[config.mk]
export PLATFORM = sky130hd
export DESIGN_NAME = fiducial_tag_cell_decoder_top
export DESIGN_NICKNAME = d
export VERILOG_FILES = /design/src/rtl/ftcd_pkg.sv /design/src/rtl/fiducial_tag_cell_decoder_top.sv
export VERILOG_INCLUDE_DIRS = /design/src /design/src/rtl
export SDC_FILE = /design/constraint.sdc
export NUM_CORES = 1
export LEC_CHECK = 0
export BUFFER_PORTS_ARGS = -buffer_cell sky130_fd_sc_hd__buf_4
export CORE_ASPECT_RATIO = 0.7
export CORE_MARGIN = 1.5
export CORE_UTILIZATION = 54
export DETAILED_ROUTE_END_ITERATION = 8
export HOLD_SLACK_MARGIN = 0.1
export PLACE_DENSITY = 0.87
export SYNTH_ARGS = -nofsm -noshare
export SYNTH_HDL_FRONTEND = slang
export SYNTH_SLANG_ARGS = --single-unit
[constraint.sdc]
create_clock -name clk -period 3.08 [get_ports clk]
set_input_delay 0.616 -clock clk [delete_from_list [all_inputs] [get_ports clk]]
set_output_delay 0.616 -clock clk [all_outputs]
set_load 0.005 [all_outputs]
[src/rtl/fiducial_tag_cell_decoder_top_defines.svh]
// Assertion macros for the fiducial tag cell decoder.
// Used by fiducial_tag_cell_decoder_top.sv; expects clk and rst in scope.
`ifndef FIDUCIAL_TAG_CELL_DECODER_TOP_DEFINES_SVH
`define FIDUCIAL_TAG_CELL_DECODER_TOP_DEFINES_SVH

// Same-cycle implication, disabled during reset.
`define FTCD_ASSERT_IMPL(lbl, ante, cons) \
  lbl: assert property (@(posedge clk) disable iff (rst) (ante) |-> (cons)) \
    else $error("ftcd assertion failed");

// Next-cycle implication, disabled during reset.
`define FTCD_ASSERT_NEXT(lbl, ante, cons) \
  lbl: assert property (@(posedge clk) disable iff (rst) (ante) |=> (cons)) \
    else $error("ftcd assertion failed");

`endif

[src/rtl/ftcd_pkg.sv]
// Package for the fiducial tag cell decoder: status codes, register indexes,
// reset values and the grid helper functions. No dependencies.
`default_nettype none

package ftcd_pkg;

  typedef enum logic [2:0] {
    ST_OK        = 3'd0,
    ST_BORDER    = 3'd1,
    ST_AMBIGUOUS = 3'd2,
    ST_NO_ANCHOR = 3'd3,
    ST_PARITY    = 3'd4
  } status_t;

  typedef enum logic [1:0] {
    CFG_BORDER_DARK_ABOVE   = 2'd0,
    CFG_BORDER_MIN_DARK     = 2'd1,
    CFG_PAYLOAD_DARK_ABOVE  = 2'd2,
    CFG_PAYLOAD_LIGHT_BELOW = 2'd3
  } cfg_index_t;

  localparam logic [3:0] RST_BORDER_DARK_ABOVE   = 4'd4;
  localparam logic [4:0] RST_BORDER_MIN_DARK     = 5'd21;
  localparam logic [3:0] RST_PAYLOAD_DARK_ABOVE  = 4'd5;
  localparam logic [3:0] RST_PAYLOAD_LIGHT_BELOW = 4'd3;

  localparam logic [3:0] FULL_DARK    = 4'd9;
  localparam logic [4:0] BORDER_MAX   = 5'd31;
  localparam logic [4:0] PAYLOAD_CELLS = 5'd16;

  // One clockwise quarter turn of a row-major 4x4 grid.
  function automatic logic [15:0] turn_cw(input logic [15:0] g);
    logic [15:0] r;
    r = '0;
    for (int y = 0; y < 4; y++) begin
      for (int x = 0; x < 4; x++) begin
        r[x * 4 + (3 - y)] = g[y * 4 + x];
      end
    end
    return r;
  endfunction

  // Cell 0 light, the other three corners dark.
  function automatic logic anchor_ok(input logic [15:0] g);
    return g[0] && !g[3] && !g[12] && !g[15];
  endfunction

  // The twelve non-corner cells in row-major order.
  function automatic logic [11:0] data_bits(input logic [15:0] g);
    return {g[14], g[13], g[11], g[10], g[9], g[8],
            g[7], g[6], g[5], g[4], g[2], g[1]};
  endfunction

endpackage

`default_nettype wire

[src/rtl/fiducial_tag_cell_decoder_top.sv]
// Fiducial tag cell decoder: accumulates border and payload cells and decodes
// a 4x4 tag on the last cell. Depends on ftcd_pkg and the defines header.
//
// Usage: cells enter on the s_ stream, one transaction per cell. s_tdata
// carries the dark-sample count, s_tuser the off-image flag and the cell
// kind, and s_tlast marks the final cell of a candidate tag. Each final cell
// produces exactly one transaction on the m_ stream with the tag id, the
// rotation and a status; other cells produce none.
// Thresholds are written over the cfg_ channel, which is always ready and
// should only be written while no tag is in flight.
// Path: an accepted cell waits in the input register; when a final cell
// retires from it, its decoded result is loaded into the output register,
// which offers it on the m_ stream.
// Throughput: one cell per cycle while no final cell is held back, set by the
// input register feeding the combinational decode into the output register.
// When the receiver stalls, a held result blocks only the next final cell;
// other cells keep flowing, and s_tready drops only when a final cell waits.
// Reset clears the accumulated tag, both valid flags and restores the
// threshold registers to their defaults.
`default_nettype none
`include "fiducial_tag_cell_decoder_top_defines.svh"

module fiducial_tag_cell_decoder_top (
  input  wire logic        clk,
  input  wire logic        rst,
  input  wire logic        s_tvalid,
  output logic             s_tready,
  input  wire logic [7:0]  s_tdata,   // [3:0] dark_samples, [7:4] zero
  input  wire logic [1:0]  s_tuser,   // [0] off_image, [1] cell_kind
  input  wire logic        s_tlast,
  output logic             m_tvalid,
  input  wire logic        m_tready,
  output logic [15:0]      m_tdata,   // [7:0] tag_id, [9:8] rotation,
                                      // [12:10] status, [15:13] zero
  input  wire logic        cfg_valid,
  output logic             cfg_ready,
  input  wire logic [1:0]  cfg_index,
  input  wire logic [4:0]  cfg_data
);

  logic [3:0] border_dark_above;
  logic [4:0] border_min_dark;
  logic [3:0] payload_dark_above;
  logic [3:0] payload_light_below;

  logic       in_valid;
  logic [3:0] in_dark;
  logic       in_kind;
  logic       in_last;

  logic [4:0]  border_dark_total;
  logic [15:0] payload_bits;
  logic [4:0]  payload_index;
  logic        ambiguous_seen;

  logic [4:0]  border_dark_total_next;
  logic [15:0] payload_bits_next;
  logic [4:0]  payload_index_next;
  logic        ambiguous_seen_next;

  logic        out_valid;
  logic [7:0]  out_id;
  logic [1:0]  out_rot;
  ftcd_pkg::status_t out_status;

  logic        retire;
  logic        out_load;
  logic [15:0] grid [4];
  logic [1:0]  sel_rot;
  logic        sel_found;
  logic [15:0] sel_grid;
  logic [11:0] sel_data;
  logic [7:0]  dec_id;
  logic [1:0]  dec_rot;
  ftcd_pkg::status_t dec_status;

  assign cfg_ready = 1'b1;

  always_ff @(posedge clk) begin
    if (rst) begin
      border_dark_above   <= ftcd_pkg::RST_BORDER_DARK_ABOVE;
      border_min_dark     <= ftcd_pkg::RST_BORDER_MIN_DARK;
      payload_dark_above  <= ftcd_pkg::RST_PAYLOAD_DARK_ABOVE;
      payload_light_below <= ftcd_pkg::RST_PAYLOAD_LIGHT_BELOW;
    end else if (cfg_valid) begin
      case (ftcd_pkg::cfg_index_t'(cfg_index))
        ftcd_pkg::CFG_BORDER_DARK_ABOVE:   border_dark_above   <= cfg_data[3:0];
        ftcd_pkg::CFG_BORDER_MIN_DARK:     border_min_dark     <= cfg_data;
        ftcd_pkg::CFG_PAYLOAD_DARK_ABOVE:  payload_dark_above  <= cfg_data[3:0];
        ftcd_pkg::CFG_PAYLOAD_LIGHT_BELOW: payload_light_below <= cfg_data[3:0];
        default: ;
      endcase
    end
  end

  // A buffered cell can always retire unless it is final and the result
  // register is still occupied and m_tready is low.
  assign retire   = in_valid && (!in_last || !out_valid || m_tready);
  assign out_load = retire && in_last;
  assign s_tready = !in_valid || retire;

  always_ff @(posedge clk) begin
    if (rst) begin
      in_valid <= 1'b0;
    end else if (s_tready) begin
      in_valid <= s_tvalid;
    end
  end

  always_ff @(posedge clk) begin
    if (s_tready && s_tvalid) begin
      in_dark <= s_tuser[0] ? ftcd_pkg::FULL_DARK : s_tdata[3:0];
      in_kind <= s_tuser[1];
      in_last <= s_tlast;
    end
  end

  // Accumulate the buffered cell into the tag state.
  always_comb begin
    border_dark_total_next = border_dark_total;
    payload_bits_next      = payload_bits;
    payload_index_next     = payload_index;
    ambiguous_seen_next    = ambiguous_seen;
    if (!in_kind) begin
      if (in_dark > border_dark_above && border_dark_total < ftcd_pkg::BORDER_MAX) begin
        border_dark_total_next = border_dark_total + 5'd1;
      end
    end else if (payload_index < ftcd_pkg::PAYLOAD_CELLS) begin
      if (in_dark > payload_dark_above) begin
        payload_bits_next[payload_index[3:0]] = 1'b0;
      end else if (in_dark < payload_light_below) begin
        payload_bits_next[payload_index[3:0]] = 1'b1;
      end else begin
        ambiguous_seen_next = 1'b1;
      end
      payload_index_next = payload_index + 5'd1;
    end
  end

  always_comb begin
    grid[0] = payload_bits_next;
    for (int r = 1; r < 4; r++) begin
      grid[r] = ftcd_pkg::turn_cw(grid[r - 1]);
    end
  end

  always_comb begin
    sel_found = 1'b1;
    sel_rot   = 2'd0;
    if (ftcd_pkg::anchor_ok(grid[0])) begin
      sel_rot = 2'd0;
    end else if (ftcd_pkg::anchor_ok(grid[1])) begin
      sel_rot = 2'd1;
    end else if (ftcd_pkg::anchor_ok(grid[2])) begin
      sel_rot = 2'd2;
    end else if (ftcd_pkg::anchor_ok(grid[3])) begin
      sel_rot = 2'd3;
    end else begin
      sel_found = 1'b0;
    end
  end

  assign sel_grid = grid[sel_rot];
  assign sel_data = ftcd_pkg::data_bits(sel_grid);

  always_comb begin
    dec_id     = 8'd0;
    dec_rot    = 2'd0;
    dec_status = ftcd_pkg::ST_OK;
    if (border_dark_total_next < border_min_dark) begin
      dec_status = ftcd_pkg::ST_BORDER;
    end else if (ambiguous_seen_next || payload_index_next < ftcd_pkg::PAYLOAD_CELLS) begin
      dec_status = ftcd_pkg::ST_AMBIGUOUS;
    end else if (!sel_found) begin
      dec_status = ftcd_pkg::ST_NO_ANCHOR;
    end else if (sel_data[11:8] != (sel_data[3:0] ^ sel_data[7:4])) begin
      dec_status = ftcd_pkg::ST_PARITY;
    end else begin
      dec_id  = sel_data[7:0];
      dec_rot = sel_rot;
    end
  end

  always_ff @(posedge clk) begin
    if (rst) begin
      border_dark_total <= '0;
      payload_bits      <= '0;
      payload_index     <= '0;
      ambiguous_seen    <= 1'b0;
    end else if (retire) begin
      if (in_last) begin
        border_dark_total <= '0;
        payload_bits      <= '0;
        payload_index     <= '0;
        ambiguous_seen    <= 1'b0;
      end else begin
        border_dark_total <= border_dark_total_next;
        payload_bits      <= payload_bits_next;
        payload_index     <= payload_index_next;
        ambiguous_seen    <= ambiguous_seen_next;
      end
    end
  end

  always_ff @(posedge clk) begin
    if (rst) begin
      out_valid <= 1'b0;
    end else if (out_load) begin
      out_valid <= 1'b1;
    end else if (m_tready) begin
      out_valid <= 1'b0;
    end
  end

  always_ff @(posedge clk) begin
    if (out_load) begin
      out_id     <= dec_id;
      out_rot    <= dec_rot;
      out_status <= dec_status;
    end
  end

  assign m_tvalid = out_valid;
  assign m_tdata  = {3'b000, out_status, out_rot, out_id};

  `FTCD_ASSERT_IMPL(a_fail_clears_id, out_valid && out_status != ftcd_pkg::ST_OK,
                    out_id == 8'd0 && out_rot == 2'd0)
  `FTCD_ASSERT_IMPL(a_index_bound, 1'b1, payload_index <= ftcd_pkg::PAYLOAD_CELLS)
  `FTCD_ASSERT_NEXT(a_clear_after_last, out_load,
                    payload_index == 5'd0 && border_dark_total == 5'd0 &&
                    !ambiguous_seen && payload_bits == 16'd0)
  `FTCD_ASSERT_NEXT(a_result_from_last, !out_valid && !out_load, !out_valid)

endmodule

`default_nettype wire
==> flow_summary.toml <==
[status]
outcome = "complete, but fails checks"
violations = "design-rule violations, negative setup slack"

[clock_network]
numCtsBuffers = 9
cts_buffer_depth = 2
path_clk_slew_ns = 0.08
htree_levels = 3
cts_hold_buffers = 0
cts-root-buf = "clkbuf_8"
cts_tree = "built"
clock_latency_ns = 0.39
clock-sinks = 65

[yosys]
ys_top_cells_by_area = "dfxtp_1 (22%), edfxtp_1 (13%), ha_1 (5.9%)"
yosysWarnings = 0
yosys.area.top_type = "dfxtp_1"
ys_seq_area_frac = 0.3513
synth_cell_types = 78
syn_area_um2 = 4245
ys_ff_latch = 65
async_flop_share = 0
yosys.area.top_type_share = 0.2169
synth_edf_count = 19
syn_area_per_cell_um2 = 8.975
synthCells = 473
synth_ff_type = "dfxtp_1"

[worst_setup_path]
worstPathArrival_ns = 3.73
worstPathMaxFanout = 6
cpMostUsedCell = "buf_4"
r2r-end = "out_id[3]"
startpoint = "in_dark[1]"
cp_cell_sequence = "buf_6, ha_1, nor3_4, o21ai_4, buf_4, buf_4, a21oi_1, a2bb2oi_2, xor2_1, xnor2_1, nand4_1, buf_4, o22a_4, nor3_4"
critPathKind = "reg2reg"
r2r_start = "in_dark[1]"
required_ns = 3.30
slowest_delay_ns = 0.45
crit_path_end = "out_id[3]"
cp-start-kind = "register"
crit_path_top_delay_cell = "edfxtp_1"
r2r.worst_path.cells = 14
regToRegSetupSlack_ns = -0.43
endpoint_kind = "register"

[sta]
relSlewSlack = 0.3919
skew_ns = 0.01397
worst_pin_slew_ns = 0.9101
finalWorstSetupSlack_ns = -0.4293
report.final.slew_viol_count = 0
period_share = 1.139
hold_violations = 0
hold_ws_ns = 0.4047
finalSetupTns_ns = -4.142
setup_viol = 13
fin_crit_ns = 3.509
rsz0062_at_grt = "true"
fmax_ghz = 0.2850

[power_and_ir_drop]
p_clk_frac = 0.416
cellPowerDensity_nw_per_um2 = 357.9
comb_power_share = 0.159
swShare = 0.2768
pwr-share-seq = 0.425
internal-power_mw = 1.554
leakage_nw = 2.369
vdd_drop_max_uv = 441.7
switchingPower_uw = 595.0

[die]
die_y_um = 77.19
fp.dieW_um = 109.0
core_um2 = 7450
fp-row-count = 26
io_pins = 42
die_area_um2 = 8411
initial_core_util = 0.5699

[place]
gp_congestion = 0.9330
placed_area_um2 = 4933
dp_hpwl_um = 8089
place.port_buffers = 33

[job]
cap_viol_max_count = 0

[global_routing]
track_usage = 0.3489
grt_pass1_wl_um = 22110
antenna_found_initial = 0
first_global_vias = 4346
grt_max_degree = 47
overflow = 0

[final_layout]
fill_cells = 368
syn2layout_area_growth_pct = 41.47
drive_above_1_share = 0.4114
regArea_um2 = 1491
antenna_cells = 0
multi_input_area_um2 = 3068
final_area_um2 = 6006
nets = 619

[route]
viasPerCell = 7.071
num_vias = 4801
antenna_left = 0
post-route-drc-count = 33
wire_per_inst_um = 25.40
dr.pass1.iters = 9
wl_um = 17240
drtIter0Drc = 845

[min_path]
holdCritPathClass = "in2reg"
-- power by group through the flow --
stage | registers (mW) | logic [mW] | clock network [mW]
2_1_floorplan | 0.926 | 0.136 | 0
3_3_place_gp | 0.930 | 0.226 | 0
3_5_place_dp | 0.931 | 0.236 | 0
4_1_cts | 0.911 | 0.283 | 0.876
5_1_grt | 0.916 | 0.356 | 0.938
6_report | 0.914 | 0.341 | 0.894
-- how the worst min path moves through the flow --
stage,start,endpoint,slack [ns],depth (start not counted)
finish,s_tlast,in_last,0.40,1
global route,s_tuser[1],in_kind,0.39,1
CTS,s_tuser[1],in_kind,0.42,1
detailed placement,payload_light_below[0],payload_light_below[0],0.45,1
global placement,payload_light_below[0],payload_light_below[0],0.44,1
floorplan,payload_light_below[0],payload_light_below[0],0.43,1
-- logic make-up after synthesis --
group,share of synthesized area
flops,0.3513
compound gates,0.2349
buf+inv,0.06484
mux,0.05629
other cells,0.001769
fa+ha+maj,0.05894
simple gates,0.1886
xor+xnor,0.04333
-- flip-flops by register name, indices dropped and copies added (netlist names), 2 cells and up --
signal,flops
payload_bits,16
out_id,8
border_dark_total,5
border_min_dark,5
payload_index,5
border_dark_above,4
in_dark,4
payload_dark_above,4
payload_light_below,4
out_status,3
out_rot,2
-- layer usage --
layer | wire, µm | global-route usage | vias to the layer above
met3 | 2453 | 0.09694 | 200
met2 | 7343 | 0.5269 | 522
met1 | 5973 | 0.4395 | 2171
li1 | - | - | 1908
met5 | 0 | 0 | -
met4 | 1473 | 0.2105 | 0
-- critical path, delay by kind of cell, from the launching register on --
| kind | cells | cell delay, ns |
|---|---|---|
| AO/OA/AOI/OAI | 4 | 0.91 |
| buffers and inverters | 4 | 0.68 |
| adder cells (fa/ha/maj) | 1 | 0.21 |
| flip-flops | 1 | 0.45 |
| AND/OR/NAND/NOR | 3 | 0.69 |
| XOR/XNOR | 2 | 0.40 |
-- cell type report --
cell class,instances,share of cell area
sequential,65,0.2483
timing repair buffer,118,0.1629
tap,98,0.02042
inverter,29,0.01812
multi-input combinational,353,0.5108
clock buffer,10,0.02479
clock inverter,6,0.01458
-- cells in the mapped netlist (4+ instances only) --
cell	n
o21ai_0	22
a31oi_1	4
a2bb2oi_1	5
nor2b_1	9
xnor2_1	14
mux2i_1	16
or3_1	4
a211o_1	6
nand3b_1	4
nor2_1	65
clkbuf_1	14
nand2_1	20
edfxtp_1	19
inv_1	29
nand2b_1	7
buf_4	4
a21oi_1	27
a22oi_1	19
xor2_1	7
buf_6	5
dfxtp_1	46
mux2_2	7
ha_1	20
a22oi_2	4
nand3_1	6
nor3_1	16
-- metrics by stage --
step / setup slack (ns) / total power, mW / util / cells
2_1_floorplan: 0.04201 / 1.062 / - / 475
3_3_place_gp: -0.2045 / 1.156 / 0.6622 / 635
3_5_place_dp: -0.3199 / 1.167 / 0.6622 / 635
4_1_cts: -0.1254 / 2.070 / 0.7718 / 674
5_1_grt: -0.4473 / 2.209 / 0.8062 / 679
6_report: -0.4293 / 2.149 / 0.8062 / 679
-- what timing repair did --
| action | CTS | global route |
|---|---|---|
| pin swaps | 29 | 36 |
| buffers inserted | 21 | 9 |
| endpoints found under the setup margin | 13 | 13 |
| cloned | 3 | 0 |
| resized for setup | 71 | 46 |
-- cells in the final DEF, fill, tap and decap left out, types with 4 or more instances in the layout --
cell	synthesis	routed
inv_1	29	28
a211o_1	6	6
nor3_2	1	6
mux2i_2	0	5
ha_1	20	12
nor3_1	16	7
xnor2_1	14	14
nand2b_1	7	6
a22oi_1	19	18
buf_6	5	8
a21oi_2	0	5
clkbuf_8	0	9
edfxtp_1	19	19
nand3b_1	4	4
xor2_1	7	4
a22oi_2	4	5
a2bb2oi_2	1	4
conb_1	2	4
nor3_4	0	4
ha_4	0	8
nand2_1	20	18
a2111oi_4	3	4
o21ai_0	22	19
a21oi_1	27	22
dfxtp_1	46	46
mux2_4	0	7
buf_4	4	105
mux2i_1	16	8
nor2_1	65	62
nor2b_4	0	4
nand3_1	6	5
nor2b_1	9	6
Note: power is estimated with default switching activity, not from simulation.
